## src/pvli_pkg.sv

```systemverilog
// Shared constants, types and helpers for the priority voice list.
`timescale 1ns / 1ps

package pvli_pkg;

    localparam int LIST_DEPTH  = 16;
    localparam int VOICE_COUNT = 16;
    localparam int IDX_W       = $clog2(LIST_DEPTH);
    localparam int CNT_W       = $clog2(LIST_DEPTH + 1);
    localparam int IDX_XW      = (IDX_W > 4) ? IDX_W : 4;
    localparam int CNT_XW      = (CNT_W > 5) ? CNT_W : 5;

    localparam logic [7:0] NO_SOURCE = 8'hFF;
    localparam logic [4:0] NO_VOICE  = 5'd16;

    localparam logic OP_CLEAR  = 1'b0;
    localparam logic OP_INSERT = 1'b1;

    typedef enum logic [2:0] {
        ST_INSERTED = 3'd0,
        ST_APPENDED = 3'd1,
        ST_DROPPED  = 3'd2,
        ST_EXPELLED = 3'd3,
        ST_CLEARED  = 3'd4
    } t_status;

    typedef struct packed {
        logic load;    // capture the input item
        logic scan;    // register the compare result
        logic commit;  // update the list and the output register
    } t_cmd;

    function automatic logic [3:0] to_pos(input logic [IDX_W-1:0] idx);
        logic [IDX_XW-1:0] t;
        t = IDX_XW'(idx);
        return t[3:0];
    endfunction

    function automatic logic [4:0] to_cnt(input logic [CNT_W-1:0] cnt);
        logic [CNT_XW-1:0] t;
        t = CNT_XW'(cnt);
        return t[4:0];
    endfunction

endpackage

```

## src/pvli_ctrl.sv

```systemverilog
// Controller: sequences capture, scan and commit of one item and owns output valid.
`timescale 1ns / 1ps

module pvli_ctrl
    import pvli_pkg::*;
(
    input  logic i_clk,
    input  logic i_rst_n,
    input  logic i_in_valid,
    output logic o_in_ready,
    output logic o_out_valid,
    input  logic i_out_ready,
    output t_cmd o_cmd
);

    typedef enum logic [1:0] {
        S_IDLE,
        S_SCAN,
        S_COMMIT
    } t_state;

    t_state r_state;
    logic   r_out_valid;
    logic   commit_ok;

    // commit only when the output register is free or being emptied
    assign commit_ok   = (r_state == S_COMMIT) && (!r_out_valid || i_out_ready);
    assign o_in_ready  = (r_state == S_IDLE);
    assign o_out_valid = r_out_valid;

    always_comb begin
        o_cmd        = '0;
        o_cmd.load   = (r_state == S_IDLE) && i_in_valid;
        o_cmd.scan   = (r_state == S_SCAN);
        o_cmd.commit = commit_ok;
    end

    always_ff @(posedge i_clk) begin
        if (!i_rst_n) begin
            r_state     <= S_IDLE;
            r_out_valid <= 1'b0;
        end else begin
            case (r_state)
                S_IDLE: begin
                    if (i_in_valid) begin
                        r_state <= S_SCAN;
                    end
                end
                S_SCAN: begin
                    r_state <= S_COMMIT;
                end
                S_COMMIT: begin
                    if (commit_ok) begin
                        r_state <= S_IDLE;
                    end
                end
                default: begin
                    r_state <= S_IDLE;
                end
            endcase

            if (commit_ok) begin
                r_out_valid <= 1'b1;
            end else if (i_out_ready) begin
                r_out_valid <= 1'b0;
            end
        end
    end

endmodule

```

## src/pvli_dp.sv

```systemverilog
// Datapath: the sorted slot row, the voice owner map and the result register.
`timescale 1ns / 1ps

module pvli_dp
    import pvli_pkg::*;
(
    input  logic               i_clk,
    input  logic               i_rst_n,
    input  t_cmd               i_cmd,
    input  logic               i_op,
    input  logic [7:0]         i_source_id,
    input  logic signed [31:0] i_priority_key,
    input  logic [4:0]         i_voice,
    input  logic               i_oneshot_done,
    output logic [2:0]         o_status,
    output logic [3:0]         o_position,
    output logic               o_evicted_valid,
    output logic [7:0]         o_evicted_id,
    output logic [4:0]         o_list_count
);

    // captured item
    logic               r_op;
    logic [7:0]         r_src;
    logic signed [31:0] r_key;
    logic [4:0]         r_voice;
    logic               r_done;

    // slot row
    logic [7:0]         r_slot_source [LIST_DEPTH];
    logic signed [31:0] r_slot_key    [LIST_DEPTH];
    logic [4:0]         r_slot_voice  [LIST_DEPTH];
    logic [7:0]         r_voice_owner [VOICE_COUNT];
    logic [CNT_W-1:0]   r_count;

    // scan result
    logic               r_hit;
    logic [IDX_W-1:0]   r_idx;
    logic               r_full;

    // result register
    t_status            r_status;
    logic [3:0]         r_position;
    logic               r_ev_valid;
    logic [7:0]         r_ev_id;
    logic [4:0]         r_list_count;

    logic               n_hit;
    logic [IDX_W-1:0]   n_idx;
    logic [IDX_W-1:0]   ins_pos;
    logic               do_clear;
    logic               do_place;
    logic               do_shift;
    logic               do_drop;
    logic [CNT_W-1:0]   n_count;
    logic [4:0]         last_voice;

    // every cell compares in parallel; the first cell at or below the key wins
    always_comb begin
        n_hit = 1'b0;
        n_idx = '0;
        for (int k = LIST_DEPTH - 1; k >= 0; k--) begin
            if ((CNT_W'(k) < r_count) && (r_key >= r_slot_key[k])) begin
                n_hit = 1'b1;
                n_idx = IDX_W'(k);
            end
        end
    end

    assign do_clear   = i_cmd.commit && (r_op == OP_CLEAR);
    assign do_place   = i_cmd.commit && (r_op == OP_INSERT) && !r_done && (r_hit || !r_full);
    assign do_shift   = do_place && r_hit;
    assign do_drop    = i_cmd.commit && (r_op == OP_INSERT) && !r_done && !r_hit && r_full;
    assign ins_pos    = r_hit ? r_idx : r_count[IDX_W-1:0];
    assign last_voice = r_slot_voice[LIST_DEPTH-1];

    always_comb begin
        n_count = r_count;
        if (do_clear) begin
            n_count = '0;
        end else if (do_place && !r_full) begin
            n_count = r_count + CNT_W'(1);
        end
    end

    always_ff @(posedge i_clk) begin
        if (i_cmd.load) begin
            r_op    <= i_op;
            r_src   <= i_source_id;
            r_key   <= i_priority_key;
            r_voice <= i_voice;
            r_done  <= i_oneshot_done;
        end
        if (i_cmd.scan) begin
            r_hit  <= n_hit;
            r_idx  <= n_idx;
            r_full <= (r_count == CNT_W'(LIST_DEPTH));
        end
    end

    // keys have no defined reset value
    always_ff @(posedge i_clk) begin
        if (do_place) begin
            for (int k = 1; k < LIST_DEPTH; k++) begin
                if (do_shift && (IDX_W'(k) > r_idx)) begin
                    r_slot_key[k] <= r_slot_key[k-1];
                end
            end
            r_slot_key[ins_pos] <= r_key;
        end
    end

    always_ff @(posedge i_clk) begin
        if (!i_rst_n) begin
            r_count <= '0;
            for (int k = 0; k < LIST_DEPTH; k++) begin
                r_slot_source[k] <= NO_SOURCE;
                r_slot_voice[k]  <= NO_VOICE;
            end
            for (int k = 0; k < VOICE_COUNT; k++) begin
                r_voice_owner[k] <= NO_SOURCE;
            end
        end else begin
            r_count <= n_count;
            if (do_clear) begin
                for (int k = 0; k < LIST_DEPTH; k++) begin
                    r_slot_source[k] <= NO_SOURCE;
                    r_slot_voice[k]  <= NO_VOICE;
                end
                for (int k = 0; k < VOICE_COUNT; k++) begin
                    r_voice_owner[k] <= NO_SOURCE;
                end
            end else if (do_place) begin
                // release the evicted voice first; the new owner overrides it
                if (do_shift && r_full && (last_voice < 5'(VOICE_COUNT))) begin
                    r_voice_owner[last_voice[3:0]] <= NO_SOURCE;
                end
                for (int k = 1; k < LIST_DEPTH; k++) begin
                    if (do_shift && (IDX_W'(k) > r_idx)) begin
                        r_slot_source[k] <= r_slot_source[k-1];
                        r_slot_voice[k]  <= r_slot_voice[k-1];
                    end
                end
                r_slot_source[ins_pos] <= r_src;
                r_slot_voice[ins_pos]  <= r_voice;
                if (r_voice < 5'(VOICE_COUNT)) begin
                    r_voice_owner[r_voice[3:0]] <= r_src;
                end
            end else if (do_drop) begin
                if (r_voice < 5'(VOICE_COUNT)) begin
                    r_voice_owner[r_voice[3:0]] <= NO_SOURCE;
                end
            end
        end
    end

    always_ff @(posedge i_clk) begin
        if (i_cmd.commit) begin
            r_position   <= 4'd0;
            r_ev_valid   <= 1'b0;
            r_ev_id      <= NO_SOURCE;
            r_list_count <= to_cnt(n_count);
            if (r_op == OP_CLEAR) begin
                r_status <= ST_CLEARED;
            end else if (r_done) begin
                r_status <= ST_EXPELLED;
            end else if (r_hit) begin
                r_status   <= ST_INSERTED;
                r_position <= to_pos(r_idx);
                if (r_full) begin
                    r_ev_valid <= 1'b1;
                    r_ev_id    <= r_slot_source[LIST_DEPTH-1];
                end
            end else if (!r_full) begin
                r_status   <= ST_APPENDED;
                r_position <= to_pos(r_count[IDX_W-1:0]);
            end else begin
                r_status <= ST_DROPPED;
            end
        end
    end

    assign o_status        = r_status;
    assign o_position      = r_position;
    assign o_evicted_valid = r_ev_valid;
    assign o_evicted_id    = r_ev_id;
    assign o_list_count    = r_list_count;

endmodule

```

## src/priority_voice_list_insert_core.sv

```systemverilog
// Top level of the priority voice list: controller plus datapath.
//
// Keeps a per-frame list of sound sources sorted by priority key, highest first,
// and a map from voice number to owning source.
// Input (i_in_valid / o_in_ready): op 0 clears the list and the map, op 1 inserts
// a source before the first entry with an equal or lower key, or appends it.
// Output channel (o_out_valid / i_out_ready): exactly one result per item, with
// status, placed position, evicted source and the list count after the item.
// Sequence: an accepted item is captured, then scanned by one compare per slot,
// and committed once the output register is free; its result is then valid.
// The capture-scan-commit sequence of the controller handles items one at a time.
// The result sits in an output register, so the next item is accepted and
// scanned while it waits; if the receiver stalls, commit holds until the
// register is free and the input stays not ready.
// Reset (synchronous, active low) empties the list and the voice map and
// drops any pending result.
`timescale 1ns / 1ps

module priority_voice_list_insert_core
    import pvli_pkg::*;
(
    input  logic               i_clk,
    input  logic               i_rst_n,
    input  logic               i_in_valid,
    output logic               o_in_ready,
    input  logic               i_op,
    input  logic [7:0]         i_source_id,
    input  logic signed [31:0] i_priority_key,
    input  logic [4:0]         i_voice,
    input  logic               i_oneshot_done,
    output logic               o_out_valid,
    input  logic               i_out_ready,
    output logic [2:0]         o_status,
    output logic [3:0]         o_position,
    output logic               o_evicted_valid,
    output logic [7:0]         o_evicted_id,
    output logic [4:0]         o_list_count
);

    t_cmd cmd;

    pvli_ctrl u_ctrl (
        .i_clk       (i_clk),
        .i_rst_n     (i_rst_n),
        .i_in_valid  (i_in_valid),
        .o_in_ready  (o_in_ready),
        .o_out_valid (o_out_valid),
        .i_out_ready (i_out_ready),
        .o_cmd       (cmd)
    );

    pvli_dp u_dp (
        .i_clk           (i_clk),
        .i_rst_n         (i_rst_n),
        .i_cmd           (cmd),
        .i_op            (i_op),
        .i_source_id     (i_source_id),
        .i_priority_key  (i_priority_key),
        .i_voice         (i_voice),
        .i_oneshot_done  (i_oneshot_done),
        .o_status        (o_status),
        .o_position      (o_position),
        .o_evicted_valid (o_evicted_valid),
        .o_evicted_id    (o_evicted_id),
        .o_list_count    (o_list_count)
    );

endmodule

```

## config.mk

```make
export PLATFORM = sky130hd
export DESIGN_NAME = priority_voice_list_insert_core
export DESIGN_NICKNAME = d
export VERILOG_FILES = /design/src/pvli_pkg.sv /design/src/pvli_ctrl.sv /design/src/pvli_dp.sv /design/src/priority_voice_list_insert_core.sv
export SDC_FILE = /design/constraint.sdc
export NUM_CORES = 2
export LEC_CHECK = 0
export CAP_MARGIN = 15
export CELL_PAD_IN_SITES_DETAIL_PLACEMENT = 1
export CELL_PAD_IN_SITES_GLOBAL_PLACEMENT = 2
export CORE_ASPECT_RATIO = 1.4
export CORE_UTILIZATION = 35
export DETAILED_ROUTE_END_ITERATION = 12
export DONT_BUFFER_PORTS = 1
export GPL_TIMING_DRIVEN = 0
export PLACE_DENSITY_LB_ADDON = 0.1
export SETUP_SLACK_MARGIN = 0.02
export SLEW_MARGIN = 30
export SYNTH_ARGS = -nofsm -noshare
export SYNTH_HDL_FRONTEND = slang
export SYNTH_SLANG_ARGS = --single-unit
```

## constraint.sdc

```tcl
create_clock -name i_clk -period 4.65 [get_ports i_clk]
set_input_delay 0.465 -clock i_clk [delete_from_list [all_inputs] [get_ports i_clk]]
set_output_delay 0.465 -clock i_clk [all_outputs]
set_load 0.02 [all_outputs]
```

==> impl_results.md <==
* Num rows at 150
* Count leader, synth: edfxtp_1
* Worst Path Max Fanout at 11
* Synth cell types at 79
* Placed Area at 0.0458 mm²
* Hold slack at 218 ps
* Status: complete, no violations
* Clk buf depth at 3
* Antenna diode count at 0
* Layout Cell Area excl Fill at 0.0490 mm²
* Pin count of the biggest net entering global routing at 34
* Setup Crit Path Kind: flip-flop to flip-flop
* CTS H-tree lvls at 3
* Num CTS Buffers at 85
* GRT Max-Usage Layer: met2
* Fin crit period at 4410 ps
* Reg2reg setup slack at 240 ps
* Hpwl dp at 113 mm
* Top Ports at 74
* Top_reg_cell synth: edfxtp_1
* Clk pin slew, worst setup/hold paths at 60 ps
* Largest cells by area after synthesis: edfxtp_1 50%, ha_1 15%, mux2_2 7.6%
* CP Capture Point: u_dp.r_idx[2]
* DR pass1 iterations at 5
* Gr usage total at 0.229
* Die Y at 414 µm
* Max-cap violations at 0
* Leakage power at 19.1 nW
* Vias in the first global route at 32.5k
* Syn Inst Count at 3,790
* Die footprint at 0.123 mm²
* CTS tree: built
* Syn nets at 4,355
* Max VDD drop at 0.000243 V
* Vias at 29.8k
* Nets at 4,564
* Slew @ Worst Pin at 946 ps
* Register area share after synthesis at 0.505
* Filler cells at 13.0k
* # DRC at 0
* Final setup skew at 38.6 ps
* Routed wire per std cell at 24.6 µm
* Count of final setup violators at 0
* ANT nets after route at 0
* Met2 Use GR at 0.450
* Max-slew violations at 0
* Port Buffers at 0
* DRT iter0 DRCs at 1,313
* R2R cell count at 12
* Clock latency on the worst-skew pair at 690 ps
* EDFF count, synth at 709
* Post-synth top area cell: edfxtp_1
* Crit end category: flip-flop
* Clock root cell: clkbuf_16
* Grt ovf at 0
* Rel. slew slack at 0.364
* Critical path launch point type: flip-flop
* Worst hold-check path type: input port to flip-flop
* Die width at 297 µm
* Top-area cell type share of the netlist area at 0.501
* Critical path required time at 5090 ps
* Placer Congestion at 0.815
* Most frequent cells after synthesis: 709 x edfxtp_1, 528 x inv_1, 514 x ha_1
* Mapped cell area at 0.0425 mm²
* Via density at 5.26
* Seq cells post-synth at 717
* Post-Place Setup Slack at -70.2 ps
* Initial antenna violation count at 0
* Area grow syn2layout at 15.3%
* Met3 GRT Util at 0.0214
* Layout cells sized above 1 at 0.134
* Initial Util at 0.354
* CTS sink count at 717
* Grt met1 use at 0.244
* Data arrival, critical path at 4850 ps
* Max Freq at 227 MHz
* Syn avg cell area at 11.2 µm²
* Area of the core at 0.120 mm²
* PnR worst setup slack at 241 ps
* Fin. Hold Viols at 0
* WL final at 139 mm
* Cell Pwr Density at 309 mW/mm²
* Syn. warnings at 0
* RSZ-0062 raised after global routing: false
* Global-route wire length before repair at 206 mm
* Util after Layout at 0.409
* Asr flop ratio synth at 0
* Period utilization at 0.948
* Worst R2R Start: u_dp.r_key[14]
* Reg2reg end: u_dp.r_idx[2]
* Crit path from: u_dp.r_key[14]
## cell type report
| class | count | area, µm² | share of cell area |
|---|---|---|---|
| Sequential cell | 717 | 21500 | 0.438 |
| Multi-Input combinational cell | 2405 | 18700 | 0.381 |
| Clock buffer | 102 | 2190 | 0.0447 |
| Tap cell | 1596 | 2000 | 0.0407 |
| Inverter | 529 | 1990 | 0.0407 |
| Timing Repair Buffer | 122 | 1620 | 0.0331 |
| Clock inverter | 53 | 591 | 0.0120 |
| Buffer | 139 | 522 | 0.0106 |
## layout by cell type, fill, tap and decap left out, types with 13 or more instances in the layout
| master | Yosys | layout |
|---|---|---|
| o21ai_0 | 286 | 282 |
| and4_1 | 20 | 20 |
| nor2b_1 | 27 | 27 |
| a211oi_1 | 24 | 24 |
| nand2b_1 | 26 | 25 |
| a21o_1 | 59 | 55 |
| nor2_1 | 140 | 138 |
| ha_1 | 514 | 514 |
| and3_1 | 16 | 16 |
| mux2_2 | 286 | 286 |
| clkbuf_16 | 0 | 85 |
| a21oi_1 | 186 | 186 |
| inv_1 | 528 | 527 |
| nor4_1 | 15 | 13 |
| nor3_1 | 33 | 32 |
| buf_6 | 0 | 40 |
| clkbuf_1 | 125 | 142 |
| o22a_1 | 73 | 73 |
| clkinv_1 | 1 | 15 |
| clkinv_2 | 0 | 19 |
| buf_1 | 14 | 14 |
| nand2_1 | 312 | 305 |
| buf_8 | 0 | 18 |
| or2_2 | 28 | 28 |
| or3_1 | 13 | 13 |
| o21a_1 | 27 | 27 |
| nand3_1 | 70 | 70 |
| nand4_1 | 75 | 75 |
| edfxtp_1 | 709 | 709 |
| o211ai_1 | 17 | 17 |
| dlygate4sd3_1 | 0 | 44 |
| a31oi_1 | 16 | 16 |
## sequential cells by signal, summed over array words and instances (netlist names), 2 cells and up
register            count
u_dp.o_status           3
u_dp.r_count            5
u_dp.r_key             32
u_dp.r_idx              4
u_dp.o_evicted_id       8
u_dp.o_position         4
u_dp.o_list_count       5
u_dp.r_slot_key       512
u_ctrl.r_state          2
u_dp.r_slot_source    128
u_dp.r_src              8
## how the worst min path moves through the flow
stage | from | endpoint | slack, ps | depth (start not counted)
3_3_place_gp | u_dp.r_slot_source[15][2] | u_dp.o_evicted_id[2] | 490 | 1
2_1_floorplan | u_dp.r_slot_source[15][0] | u_dp.o_evicted_id[0] | 480 | 1
5_1_grt | i_in_valid | u_dp.r_key[18] | 200 | 1
6_report | i_in_valid | u_dp.r_key[18] | 220 | 1
3_5_place_dp | u_dp.r_slot_source[15][1] | u_dp.o_evicted_id[1] | 490 | 1
4_1_cts | i_in_valid | u_dp.r_key[18] | 170 | 1
## critical path, cell delays in order (launching register included)
cell and delay [ps]:
edfxtp_1 530, buf_8 220, buf_8 170, ha_1 300, nand4_1 130, nor3_1 600
o221a_2 350, o311ai_1 230, and3_1 280, a221oi_1 770, nor3b_1 150, a21boi_1 210
o21a_1 190
## logic make-up after synthesis
logic type	synth area share
buffers and inverters	0.0590
XOR/XNOR	0.000824
AO/OA/AOI/OAI	0.118
AND/OR/NAND/NOR	0.0900
multiplexers	0.0765
adder cells (fa/ha/maj)	0.151
flip-flops	0.505
## where the power goes
group          switching, mW  leakage (nW)  internal, mW
Clock                   2.97          1.36          3.90
Sequential            0.0659          6.18          7.08
Combinational          0.731          11.5         0.406
## stage by stage
step	cells	setup TNS, ps	power [mW]
3_3_place_gp	5386	-268840	8.31
3_5_place_dp	5463	-160	8.41
2_1_floorplan	3790	0	7.86
5_1_grt	5663	0	15.7
6_report	5663	0	15.1
4_1_cts	5662	0	15.4
## repair_timing
| action | in CTS | in global routing |
|---|---|---|
| hold endpoints to repair | 44 | 0 |
| resized for setup | 2 | 2 |
| buffers inserted | 0 | 1 |
| cloned | 0 | 0 |
| pin swaps | 0 | 0 |
| endpoints found under the setup margin | 3 | 165 |
| hold buffers | 44 | 0 |
## routing by layer
metal  part of all wire  wire (µm)
met1               0.38      53100
met2               0.56      77700
met3              0.021       2960
met4              0.040       5590
met5                  0          0
(Power assumes the default switching activity.)
